### src/sv/serial_interface_register_block_top_assert.svh
// assertion macros for the serial interface register block
// clocked on i_clk, quiet while i_rst_n is low; used by the top level
`ifndef SERIAL_INTERFACE_REGISTER_BLOCK_TOP_ASSERT_SVH
`define SERIAL_INTERFACE_REGISTER_BLOCK_TOP_ASSERT_SVH

// condition that holds at every clock edge out of reset
`define SIRB_ASSERT_ALWAYS(lbl, cond, msg) \
    lbl: assert property (@(posedge i_clk) disable iff (!i_rst_n) (cond)) \
        else $error(msg);

// consequence that holds in the cycle after the antecedent
`define SIRB_ASSERT_NEXT(lbl, ante, cons, msg) \
    lbl: assert property (@(posedge i_clk) disable iff (!i_rst_n) (ante) |=> (cons)) \
        else $error(msg);

`endif

### src/sv/sirb_pkg.sv
// shared types, constants and small tables for the serial interface register block
// no dependencies; used by sirb_decode, sirb_regs and the top level
`timescale 1ns / 1ps

package sirb_pkg;

    localparam int NUM_CHANNELS = 4;
    localparam int BUFFER_BYTES = 128;
    localparam int BUF_WORDS    = BUFFER_BYTES / 4;
    localparam int BUF_AW       = $clog2(BUF_WORDS);
    localparam int CH_CNT_W     = 3;

    localparam int IN_TDATA_W  = 112;
    localparam int OUT_TDATA_W = 56;

    localparam logic [9:0] OFF_POLL  = 10'h030;
    localparam logic [9:0] OFF_CSR   = 10'h034;
    localparam logic [9:0] OFF_STAT  = 10'h038;
    localparam logic [9:0] OFF_CLK   = 10'h03C;
    localparam logic [3:0] CHAN_WORDS = 4'd12;

    localparam logic [31:0] UNKNOWN_WORD = 32'hDEADBEEF;
    localparam logic [31:0] BUF_RESET    = 32'hCECECECE;

    // control/status bit positions
    localparam int CSR_TSTART_B     = 0;
    localparam int CSR_RDSTINTMSK_B = 27;
    localparam int CSR_RDSTINT_B    = 28;
    localparam int CSR_COMERR_B     = 29;
    localparam int CSR_TCINTMSK_B   = 30;
    localparam int CSR_TCINT_B      = 31;
    localparam logic [31:0] CSR_KEEP   = 32'h9000_0000;
    localparam logic [31:0] CSR_FIELDS = 32'h487F_7F06;

    // status word masks
    localparam logic [31:0] STAT_KEEP  = 32'h3030_3030;
    localparam logic [31:0] STAT_ERR   = 32'h0F0F_0F0F;
    localparam logic [31:0] STAT_WRST  = 32'h1010_1010;
    localparam logic [31:0] STAT_RDST  = 32'h2020_2020;
    localparam int          STAT_WR_B  = 31;

    typedef enum logic [1:0] {
        REQ_READ  = 2'd0,
        REQ_WRITE = 2'd1,
        REQ_DEV   = 2'd2,
        REQ_NONE  = 2'd3
    } t_req_kind;

    typedef enum logic [3:0] {
        TGT_NONE,
        TGT_DEV,
        TGT_BUF,
        TGT_CHAN,
        TGT_POLL,
        TGT_CSR,
        TGT_STAT,
        TGT_CLK,
        TGT_BAD
    } t_target;

    typedef enum logic [1:0] {
        KIND_OUT,
        KIND_IN_HI,
        KIND_IN_LO
    } t_chan_kind;

    typedef struct packed {
        t_req_kind   req_type;
        logic [9:0]  reg_offset;
        logic [31:0] write_data;
        logic [1:0]  dev_channel;
        logic        dev_has_data;
        logic [31:0] dev_in_hi;
        logic [31:0] dev_in_lo;
    } t_sirb_req;

    typedef struct packed {
        logic [1:0] chan;
        t_chan_kind kind;
    } t_chan_sel;

    typedef struct packed {
        t_target           target;
        logic              is_wr;
        logic [1:0]        chan;
        t_chan_kind        kind;
        logic [BUF_AW-1:0] buf_idx;
    } t_sirb_dec;

    typedef struct packed {
        logic [31:0] read_data;
        logic        irq;
        logic        send_commands;
        logic        transfer_start;
        logic [1:0]  transfer_channel;
        logic [7:0]  transfer_in_length;
        logic [7:0]  transfer_out_length;
    } t_sirb_res;

    typedef struct packed {
        logic rdstint;
        logic rdst_any;
        logic csr_stuck_bits;
    } t_sirb_mon;

    // word index 0..11 of the channel area to channel and word kind
    function automatic t_chan_sel word_to_chan(input logic [3:0] w);
        t_chan_sel s;
        s = '{chan: 2'd0, kind: KIND_OUT};
        case (w)
            4'd0:    s = '{chan: 2'd0, kind: KIND_OUT};
            4'd1:    s = '{chan: 2'd0, kind: KIND_IN_HI};
            4'd2:    s = '{chan: 2'd0, kind: KIND_IN_LO};
            4'd3:    s = '{chan: 2'd1, kind: KIND_OUT};
            4'd4:    s = '{chan: 2'd1, kind: KIND_IN_HI};
            4'd5:    s = '{chan: 2'd1, kind: KIND_IN_LO};
            4'd6:    s = '{chan: 2'd2, kind: KIND_OUT};
            4'd7:    s = '{chan: 2'd2, kind: KIND_IN_HI};
            4'd8:    s = '{chan: 2'd2, kind: KIND_IN_LO};
            4'd9:    s = '{chan: 2'd3, kind: KIND_OUT};
            4'd10:   s = '{chan: 2'd3, kind: KIND_IN_HI};
            4'd11:   s = '{chan: 2'd3, kind: KIND_IN_LO};
            default: s = '{chan: 2'd0, kind: KIND_OUT};
        endcase
        return s;
    endfunction

    // channel n keeps its flags in byte 3-n, rdst is bit 5 of that byte
    function automatic logic [4:0] rdst_pos(input logic [1:0] ch);
        logic [4:0] p;
        case (ch)
            2'd0:    p = 5'd29;
            2'd1:    p = 5'd21;
            2'd2:    p = 5'd13;
            2'd3:    p = 5'd5;
            default: p = 5'd5;
        endcase
        return p;
    endfunction

    // transfer length field, zero stands for the full 128 bytes
    function automatic logic [7:0] len_of(input logic [6:0] f);
        return (f == 7'd0) ? 8'd128 : ({1'b0, f} + 8'd1);
    endfunction

endpackage

### src/sv/sirb_decode.sv
// offset and request decode for the serial interface register block
// depends on sirb_pkg
`timescale 1ns / 1ps

module sirb_decode (
    input  sirb_pkg::t_sirb_req i_req,
    output sirb_pkg::t_sirb_dec o_dec
);

    sirb_pkg::t_chan_sel w_sel;
    logic [9:0]          w_off;
    logic                w_chan_area;

    assign w_off       = i_req.reg_offset;
    assign w_sel       = sirb_pkg::word_to_chan(w_off[5:2]);
    // aligned word in 0x00..0x2c
    assign w_chan_area = (w_off[9:6] == 4'd0) && (w_off[1:0] == 2'b00)
                         && (w_off[5:2] < sirb_pkg::CHAN_WORDS);

    always_comb begin
        o_dec.target  = sirb_pkg::TGT_NONE;
        o_dec.is_wr   = (i_req.req_type == sirb_pkg::REQ_WRITE);
        o_dec.chan    = w_sel.chan;
        o_dec.kind    = w_sel.kind;
        o_dec.buf_idx = w_off[sirb_pkg::BUF_AW+1:2];
        case (i_req.req_type)
            sirb_pkg::REQ_DEV: begin
                o_dec.chan = i_req.dev_channel;
                if ({1'b0, i_req.dev_channel} < sirb_pkg::CH_CNT_W'(sirb_pkg::NUM_CHANNELS)) begin
                    o_dec.target = sirb_pkg::TGT_DEV;
                end
            end
            sirb_pkg::REQ_READ, sirb_pkg::REQ_WRITE: begin
                if (w_off[9:7] == 3'b001) begin
                    o_dec.target = sirb_pkg::TGT_BUF;
                end else if (w_chan_area) begin
                    if ({1'b0, w_sel.chan} < sirb_pkg::CH_CNT_W'(sirb_pkg::NUM_CHANNELS)) begin
                        o_dec.target = sirb_pkg::TGT_CHAN;
                    end else begin
                        o_dec.target = sirb_pkg::TGT_BAD;
                    end
                end else if (w_off == sirb_pkg::OFF_POLL) begin
                    o_dec.target = sirb_pkg::TGT_POLL;
                end else if (w_off == sirb_pkg::OFF_CSR) begin
                    o_dec.target = sirb_pkg::TGT_CSR;
                end else if (w_off == sirb_pkg::OFF_STAT) begin
                    o_dec.target = sirb_pkg::TGT_STAT;
                end else if (w_off == sirb_pkg::OFF_CLK) begin
                    o_dec.target = sirb_pkg::TGT_CLK;
                end else begin
                    o_dec.target = sirb_pkg::TGT_BAD;
                end
            end
            default: begin
                o_dec.target = sirb_pkg::TGT_NONE;
            end
        endcase
    end

endmodule

### src/sv/sirb_regs.sv
// register file, transfer buffer and result logic of the serial interface register block
// depends on sirb_pkg; fed by sirb_decode
`timescale 1ns / 1ps

module sirb_regs (
    input  logic                i_clk,
    input  logic                i_rst_n,
    input  logic                i_en,
    input  sirb_pkg::t_sirb_req i_req,
    input  sirb_pkg::t_sirb_dec i_dec,
    output sirb_pkg::t_sirb_res o_res,
    output sirb_pkg::t_sirb_mon o_mon
);

    logic [31:0] r_chan_out [sirb_pkg::NUM_CHANNELS];
    logic [31:0] r_chan_hi  [sirb_pkg::NUM_CHANNELS];
    logic [31:0] r_chan_lo  [sirb_pkg::NUM_CHANNELS];
    logic [31:0] r_buf      [sirb_pkg::BUF_WORDS];
    logic [31:0] r_poll, n_poll;
    logic [31:0] r_csr, n_csr;
    logic [31:0] r_status, n_status;
    logic [31:0] r_clk_cnt, n_clk_cnt;

    logic        w_buf_we, w_out_we, w_hi_we, w_lo_we, w_recompute;
    logic [31:0] w_hi_data, w_lo_data, w_wd;

    assign w_wd = i_req.write_data;

    always_comb begin
        n_poll      = r_poll;
        n_csr       = r_csr;
        n_status    = r_status;
        n_clk_cnt   = r_clk_cnt;
        w_buf_we    = 1'b0;
        w_out_we    = 1'b0;
        w_hi_we     = 1'b0;
        w_lo_we     = 1'b0;
        w_hi_data   = w_wd;
        w_lo_data   = w_wd;
        w_recompute = 1'b0;
        o_res       = '0;
        case (i_dec.target)
            sirb_pkg::TGT_DEV: begin
                w_hi_we     = 1'b1;
                w_lo_we     = 1'b1;
                w_hi_data   = i_req.dev_in_hi;
                w_lo_data   = i_req.dev_in_lo;
                n_status[sirb_pkg::rdst_pos(i_dec.chan)] = i_req.dev_has_data;
                w_recompute = 1'b1;
            end
            sirb_pkg::TGT_BUF: begin
                if (i_dec.is_wr) begin
                    w_buf_we = 1'b1;
                end else begin
                    o_res.read_data = r_buf[i_dec.buf_idx];
                end
            end
            sirb_pkg::TGT_CHAN: begin
                case (i_dec.kind)
                    sirb_pkg::KIND_OUT: begin
                        w_out_we        = i_dec.is_wr;
                        o_res.read_data = i_dec.is_wr ? 32'd0 : r_chan_out[i_dec.chan];
                    end
                    sirb_pkg::KIND_IN_HI: begin
                        w_hi_we = i_dec.is_wr;
                        if (!i_dec.is_wr) begin
                            // reading an input word consumes the data
                            n_status[sirb_pkg::rdst_pos(i_dec.chan)] = 1'b0;
                            w_recompute     = 1'b1;
                            o_res.read_data = r_chan_hi[i_dec.chan];
                        end
                    end
                    sirb_pkg::KIND_IN_LO: begin
                        w_lo_we = i_dec.is_wr;
                        if (!i_dec.is_wr) begin
                            n_status[sirb_pkg::rdst_pos(i_dec.chan)] = 1'b0;
                            w_recompute     = 1'b1;
                            o_res.read_data = r_chan_lo[i_dec.chan];
                        end
                    end
                    default: begin
                        w_out_we = 1'b0;
                    end
                endcase
            end
            sirb_pkg::TGT_POLL: begin
                if (i_dec.is_wr) begin
                    n_poll = w_wd;
                end else begin
                    o_res.read_data = r_poll;
                end
            end
            sirb_pkg::TGT_CSR: begin
                if (i_dec.is_wr) begin
                    n_csr = (r_csr & sirb_pkg::CSR_KEEP) | (w_wd & sirb_pkg::CSR_FIELDS);
                    // interrupt flags clear where one is written
                    if (w_wd[sirb_pkg::CSR_RDSTINT_B]) begin
                        n_csr[sirb_pkg::CSR_RDSTINT_B] = 1'b0;
                    end
                    if (w_wd[sirb_pkg::CSR_TCINT_B]) begin
                        n_csr[sirb_pkg::CSR_TCINT_B] = 1'b0;
                    end
                    if (w_wd[sirb_pkg::CSR_TSTART_B]) begin
                        o_res.transfer_start      = 1'b1;
                        o_res.transfer_channel    = n_csr[2:1];
                        o_res.transfer_in_length  = sirb_pkg::len_of(n_csr[14:8]);
                        o_res.transfer_out_length = sirb_pkg::len_of(n_csr[22:16]);
                        n_csr[sirb_pkg::CSR_TCINT_B] = 1'b1;
                    end
                    w_recompute = 1'b1;
                end else begin
                    o_res.read_data = r_csr;
                end
            end
            sirb_pkg::TGT_STAT: begin
                if (i_dec.is_wr) begin
                    n_status = (r_status & sirb_pkg::STAT_KEEP) | (w_wd & sirb_pkg::STAT_ERR);
                    if (w_wd[sirb_pkg::STAT_WR_B]) begin
                        o_res.send_commands = 1'b1;
                        n_status = n_status & ~sirb_pkg::STAT_WRST;
                    end
                end else begin
                    o_res.read_data = r_status;
                end
            end
            sirb_pkg::TGT_CLK: begin
                if (i_dec.is_wr) begin
                    n_clk_cnt = w_wd;
                end else begin
                    o_res.read_data = r_clk_cnt;
                end
            end
            sirb_pkg::TGT_BAD: begin
                if (!i_dec.is_wr) begin
                    o_res.read_data = sirb_pkg::UNKNOWN_WORD;
                end
            end
            default: begin
                o_res.read_data = 32'd0;
            end
        endcase
        if (w_recompute) begin
            n_csr[sirb_pkg::CSR_RDSTINT_B] = |(n_status & sirb_pkg::STAT_RDST);
        end
        o_res.irq = (n_csr[sirb_pkg::CSR_RDSTINT_B] & n_csr[sirb_pkg::CSR_RDSTINTMSK_B])
                  | (n_csr[sirb_pkg::CSR_TCINT_B] & n_csr[sirb_pkg::CSR_TCINTMSK_B]);
    end

    always_ff @(posedge i_clk) begin
        if (!i_rst_n) begin
            r_poll    <= '0;
            r_csr     <= '0;
            r_status  <= '0;
            r_clk_cnt <= '0;
            for (int i = 0; i < sirb_pkg::NUM_CHANNELS; i++) begin
                r_chan_out[i] <= '0;
                r_chan_hi[i]  <= '0;
                r_chan_lo[i]  <= '0;
            end
            for (int i = 0; i < sirb_pkg::BUF_WORDS; i++) begin
                r_buf[i] <= sirb_pkg::BUF_RESET;
            end
        end else if (i_en) begin
            r_poll    <= n_poll;
            r_csr     <= n_csr;
            r_status  <= n_status;
            r_clk_cnt <= n_clk_cnt;
            if (w_buf_we) begin
                r_buf[i_dec.buf_idx] <= w_wd;
            end
            if (w_out_we) begin
                r_chan_out[i_dec.chan] <= w_wd;
            end
            if (w_hi_we) begin
                r_chan_hi[i_dec.chan] <= w_hi_data;
            end
            if (w_lo_we) begin
                r_chan_lo[i_dec.chan] <= w_lo_data;
            end
        end
    end

    assign o_mon.rdstint        = r_csr[sirb_pkg::CSR_RDSTINT_B];
    assign o_mon.rdst_any       = |(r_status & sirb_pkg::STAT_RDST);
    assign o_mon.csr_stuck_bits = r_csr[sirb_pkg::CSR_TSTART_B] | r_csr[sirb_pkg::CSR_COMERR_B];

endmodule

### src/sv/serial_interface_register_block_top.sv
// Serial interface register block, top level. Each word on the slave stream is
// one request: a bus read, a bus write (by byte offset) or a device data event
// for one channel; each request gives exactly one word on the master stream
// carrying the read data, the interrupt level after the request and the
// send-commands and transfer-start pulses. The block takes one request every
// clock cycle while the master side keeps up. When a result waits unaccepted
// the block takes at most one more request into its input register, then
// holds s_axis_tready low until the waiting result word is taken. A request
// accepted into the input register is decoded there; when it advances, which
// a waiting result can hold off, the register file updates and the result
// register loads its result word, which is then offered on the master stream.
// All state (channel out/in-high/in-low words, poll, control/status, status,
// clock count and the 32-word transfer buffer) is in flip-flops; the buffer
// comes out of reset as 0xcececece words.
// Depends on sirb_pkg, sirb_decode, sirb_regs and the assertion header.
`timescale 1ns / 1ps

module serial_interface_register_block_top (
    input  logic        i_clk,
    input  logic        i_rst_n,
    // request words
    input  logic         s_axis_tvalid,
    output logic         s_axis_tready,
    // tdata: reg_offset[9:0], write_data[41:10], dev_channel[43:42],
    //        dev_has_data[44], dev_in_hi[76:45], dev_in_lo[108:77], zero fill
    input  logic [sirb_pkg::IN_TDATA_W-1:0] s_axis_tdata,
    // tuser: req_type[1:0]
    input  logic [1:0]   s_axis_tuser,
    // result words
    output logic         m_axis_tvalid,
    input  logic         m_axis_tready,
    // tdata: read_data[31:0], irq[32], send_commands[33], transfer_start[34],
    //        transfer_channel[36:35], transfer_in_length[44:37],
    //        transfer_out_length[52:45], zero fill
    output logic [sirb_pkg::OUT_TDATA_W-1:0] m_axis_tdata
);

    // input register stage
    logic                r_s1_valid;
    sirb_pkg::t_sirb_req r_s1_req;

    // result register stage
    logic                r_out_valid;
    sirb_pkg::t_sirb_res r_out_res;

    sirb_pkg::t_sirb_dec w_dec;
    sirb_pkg::t_sirb_res w_res;
    sirb_pkg::t_sirb_mon w_mon;
    logic                w_adv;

    // the held request is processed when the result register is free or draining
    assign w_adv         = r_s1_valid && (!r_out_valid || m_axis_tready);
    assign s_axis_tready = !r_s1_valid || w_adv;

    always_ff @(posedge i_clk) begin
        if (!i_rst_n) begin
            r_s1_valid <= 1'b0;
        end else if (s_axis_tready) begin
            r_s1_valid <= s_axis_tvalid;
        end
    end

    // payload, no reset needed
    always_ff @(posedge i_clk) begin
        if (s_axis_tready && s_axis_tvalid) begin
            r_s1_req.req_type     <= sirb_pkg::t_req_kind'(s_axis_tuser);
            r_s1_req.reg_offset   <= s_axis_tdata[9:0];
            r_s1_req.write_data   <= s_axis_tdata[41:10];
            r_s1_req.dev_channel  <= s_axis_tdata[43:42];
            r_s1_req.dev_has_data <= s_axis_tdata[44];
            r_s1_req.dev_in_hi    <= s_axis_tdata[76:45];
            r_s1_req.dev_in_lo    <= s_axis_tdata[108:77];
        end
    end

    sirb_decode u_decode (
        .i_req (r_s1_req),
        .o_dec (w_dec)
    );

    // state only moves when a request is handed to the result register
    sirb_regs u_regs (
        .i_clk   (i_clk),
        .i_rst_n (i_rst_n),
        .i_en    (w_adv),
        .i_req   (r_s1_req),
        .i_dec   (w_dec),
        .o_res   (w_res),
        .o_mon   (w_mon)
    );

    always_ff @(posedge i_clk) begin
        if (!i_rst_n) begin
            r_out_valid <= 1'b0;
        end else if (w_adv) begin
            r_out_valid <= 1'b1;
        end else if (m_axis_tready) begin
            r_out_valid <= 1'b0;
        end
    end

    always_ff @(posedge i_clk) begin
        if (w_adv) begin
            r_out_res <= w_res;
        end
    end

    assign m_axis_tvalid = r_out_valid;
    assign m_axis_tdata  = {3'b000,
                            r_out_res.transfer_out_length,
                            r_out_res.transfer_in_length,
                            r_out_res.transfer_channel,
                            r_out_res.transfer_start,
                            r_out_res.send_commands,
                            r_out_res.irq,
                            r_out_res.read_data};

    `include "serial_interface_register_block_top_assert.svh"

    // the read-status interrupt flag always mirrors the per-channel ready bits
    `SIRB_ASSERT_ALWAYS(a_rdstint_tracks_rdst, w_mon.rdstint == w_mon.rdst_any,
        "rdstint flag out of step with channel ready bits")

    // start and error bits of the control word are never stored
    `SIRB_ASSERT_ALWAYS(a_csr_stuck_bits_clear, !w_mon.csr_stuck_bits,
        "control word holds a start or error bit")

    // without a start pulse the transfer fields stay zero, with one the lengths are set
    `SIRB_ASSERT_ALWAYS(a_transfer_fields,
        !r_out_valid ||
        (r_out_res.transfer_start ? (r_out_res.transfer_in_length != 8'd0 &&
                                     r_out_res.transfer_out_length != 8'd0)
                                  : (r_out_res.transfer_channel == 2'd0 &&
                                     r_out_res.transfer_in_length == 8'd0 &&
                                     r_out_res.transfer_out_length == 8'd0)),
        "transfer fields inconsistent with start pulse")

    // a held request that cannot move on is kept, not dropped
    `SIRB_ASSERT_NEXT(a_stalled_request_kept, r_s1_valid && !w_adv, r_s1_valid,
        "stalled request lost from input register")

endmodule

### config.mk
export PLATFORM = sky130hd
export DESIGN_NAME = serial_interface_register_block_top
export DESIGN_NICKNAME = d
export VERILOG_FILES = /design/src/sv/sirb_pkg.sv /design/src/sv/sirb_decode.sv /design/src/sv/sirb_regs.sv /design/src/sv/serial_interface_register_block_top.sv
export VERILOG_INCLUDE_DIRS = /design/src /design/src/sv
export SDC_FILE = /design/constraint.sdc
export NUM_CORES = 2
export LEC_CHECK = 0
export ABC_AREA = 1
export ABC_CLOCK_PERIOD_IN_PS = 8000
export BUFFER_PORTS_ARGS = -buffer_cell sky130_fd_sc_hd__buf_2
export CORE_ASPECT_RATIO = 1.4
export CORE_MARGIN = 10
export CORE_UTILIZATION = 41
export CTS_BUF_LIST = sky130_fd_sc_hd__clkbuf_16
export CTS_CLUSTER_SIZE = 25
export DETAILED_ROUTE_END_ITERATION = 8
export HOLD_SLACK_MARGIN = 0.08
export SKIP_CTS_REPAIR_TIMING = 1
export SYNTH_ARGS = -nofsm -noshare
export SYNTH_HDL_FRONTEND = slang
export SYNTH_SLANG_ARGS = --single-unit
### constraint.sdc
create_clock -name i_clk -period 8 [get_ports i_clk]
set_input_delay 0.8 -clock i_clk [delete_from_list [all_inputs] [get_ports i_clk]]
set_output_delay 0.8 -clock i_clk [all_outputs]
set_load 0.005 [all_outputs]
==> results by group <==
Global routing
  – Antenna violations before repair: 15
  – Gr ovfl total: 0
  – First-pass GRT wire length: 353000 µm
  – Vias in the first global route: 51700
  – Largest net degree at the start of global routing: 164
  – GRT Overall Usage: 0.242

STA
  – Hold Vio Cnt, Final: 0
  – RSZ-0062 raised after global routing: no
  – Final period util: 0.671
  – Worst Slack Setup Final: 2.63 ns
  – Final setup vio count: 0
  – Worst Tran Pin Value: 1.25 ns
  – Layout Skew: 0.0388 ns
  – Tmin final: 5.37 ns
  – Final setup TNS: 0 ns
  – Slew HR: 0.160
  – Fmax: 0.186 GHz
  – Max Slew Vio Count: 0

Clock tree
  – Worst skew pair latency: 0.82 ns
  – Root Driver: clkbuf_16
  – Clk sinks: 1699
  – Max H-tree Level: 4
  – Max clock buf depth: 3
  – CTS tree: done
  – Worst-path clk slew: 0.06 ns
  – Number of buffers created by CTS: 155

Yosys
  – Cell accounting for the most synthesized area: edfxtp_1
  – Post-synth EDFFs: 1572
  – Sequential share of the synthesized area: 0.673
  – Prevailing post-synth register cell: edfxtp_1
  – Yosys reg bits: 1699
  – Mapped Area: 74000 µm²
  – Synth Warn #: 0
  – Ys async rst share: 0
  – Area contributors post-synth: edfxtp_1, nor2_1, nand2_1
  – Synth Area per Inst: 10.5 µm²
  – Post-synth top cells: edfxtp_1, nor2_1, nand2_1
  – Synth top area share: 0.638
  – Count of different cell masters after synthesis: 45
  – Cells after Synth: 7033
  – Most numerous cell in the Yosys netlist: edfxtp_1

Layout
  – Final Core Density: 0.453
  – Layout cell share with drive strength beyond 1: 0.0901
  – Non-Filler Instances: 9368
  – Final nets: 7046
  – Area grow syn2layout: 10.0%

Worst setup path
  – Worst-path fanout max: 34
  – Crit path capture type: flip-flop
  – Arr. time, crit path: 5.81 ns
  – Kind of critical path: flip-flop to flip-flop
  – Required time of the critical path: 8.44 ns
  – Worst setup SP type: flip-flop

Flow run
  – Max cap viols: 0

Run status
  – Outcome: completed

Die
  – Row count: 184
  – Die ar.: 198000 µm²
  – IO Pins: 176
  – DIE HEIGHT: 523 µm
  – Area of the core: 180000 µm²
  – Initial Util: 0.412
  – Die width: 379 µm

Place
  – Port Buffers: 169
  – DP Wirelength: 154000 µm
  – GP Congestion: 0.946
  – Place WS: 2.82 ns
  – Dpl cells: 9084

Worst hold path
  – Worst hold path class: primary input to flip-flop

Drt
  – DR WL/cell: 26.3 µm
  – Via count: 54100
  – Post-route ant nets: 0
  – Post-route DRC: 0
  – Initial DRC count: 6396
  – Drt total wl: 246000 µm
  – Drt first pass iters: 6
  – Vias per std cell: 5.78

Pwr
  – Total power: 19.1 mW
  – Leakage: 27.0 nW
  – Pwr dens: 235 nW/µm²
  – Max rail drop VDD: 242 µV
## final timing paths
check	start	endpoint	depth (start not counted)	slack (ns)
worst max-delay path	r_s1_req[109]$_DFFE_PP_	u_regs.r_buf[12][2]$_SDFFCE_PN1P_	11	2.63
worst min-delay path	s_axis_tdata[78]	r_s1_req[1]$_DFFE_PP_	1	0.15
worst max register to register	r_s1_req[109]$_DFFE_PP_	u_regs.r_buf[12][2]$_SDFFCE_PN1P_	11	2.63
worst min register to register	u_regs.r_status[31]$_SDFFE_PN0P_	u_regs.r_status[31]$_SDFFE_PN0P_	2	0.43
## per-stage QoR
stage	instance area (µm²)	hold WS [ns]
after CTS	81400	0.114
after global placement	76600	0.421
after global routing	81400	0.128
after detailed placement	76600	0.425
final	81400	0.152
after floorplan	74000	0.415
## power breakdown
group,switching (mW),internal [mW]
logic,1.52,0.386
registers,0.116,9.89
clock network,3.33,3.90
total,4.97,14.2
## area by class of cell
class,count,area [µm²]
Inverter,336,1290
Clock inverter,122,885
Sequential cell,1699,49800
Tap cell,2325,2910
Clock buffer,156,3900
Fill cell,16600,98200
Multi-Input combinational cell,4411,20600
Antenna cell,6,15.0
Timing Repair Buffer,313,2020
## sequential cells by signal, indices dropped and copies added (netlist names), named ones only
signal and count:
r_s1_valid 1, u_regs.r_chan_out 128, u_regs.r_status 32, m_axis_tvalid 1, u_regs.r_buf 1024, u_decode.w_sel 4
u_regs.r_clk_cnt 32, r_s1_req 111, u_regs.r_chan_lo 128, m_axis_tdata 53, u_regs.r_chan_hi 128, u_regs.r_poll 32
u_regs.r_csr 20
## cell usage in the layout, fill, tap and decap left out, types with 5 or more instances in the layout
cell	n
bufinv_16	11
dfxtp_1	123
nand4_1	27
buf_12	7
clkinv_2	29
buf_2	168
diode_2	6
nand2_2	6
nand2_1	1321
nor2_2	10
inv_2	56
a211oi_1	48
a21oi_1	112
a31oi_1	7
clkbuf_16	156
nor2_1	1383
o221ai_1	139
nor2_4	17
inv_1	291
o22ai_1	125
nor3_1	36
inv_6	5
o211ai_1	52
o31ai_1	35
a22oi_1	192
clkinv_8	5
o21ai_0	665
ha_1	12
edfxtp_1	1572
nand3_1	192
buf_4	138
clkinv_1	51
## routing by layer
metal | track usage | up-vias | routed length, µm
met5 | 0 | - | 67
met4 | 0.165 | 10 | 19500
met3 | 0.0422 | 551 | 20900
met2 | 0.387 | 2869 | 115000
met1 | 0.299 | 26500 | 91000
li1 | - | 24200 | -
## critical path: stages (launching register included)
cell and delay [ns]:
edfxtp_1 0.46, inv_1 0.12, nand2_1 0.60, nand2_1 0.26
nor2_4 0.18, nand2_1 0.08, clkinv_2 0.43, nand4_2 0.69
nor2_2 1.17, inv_2 0.35, nand2_1 0.14, buf_4 0.47
## cells by family after synthesis
| group | synth area share |
|---|---|
| mux | 0.000406 |
| simple gates | 0.160 |
| other cells | 0.0000507 |
| xor+xnor | 0.000474 |
| buf+inv | 0.0505 |
| compound gates | 0.114 |
| flops | 0.673 |
| fa+ha+maj | 0.00203 |
(Power assumes the default switching activity.)
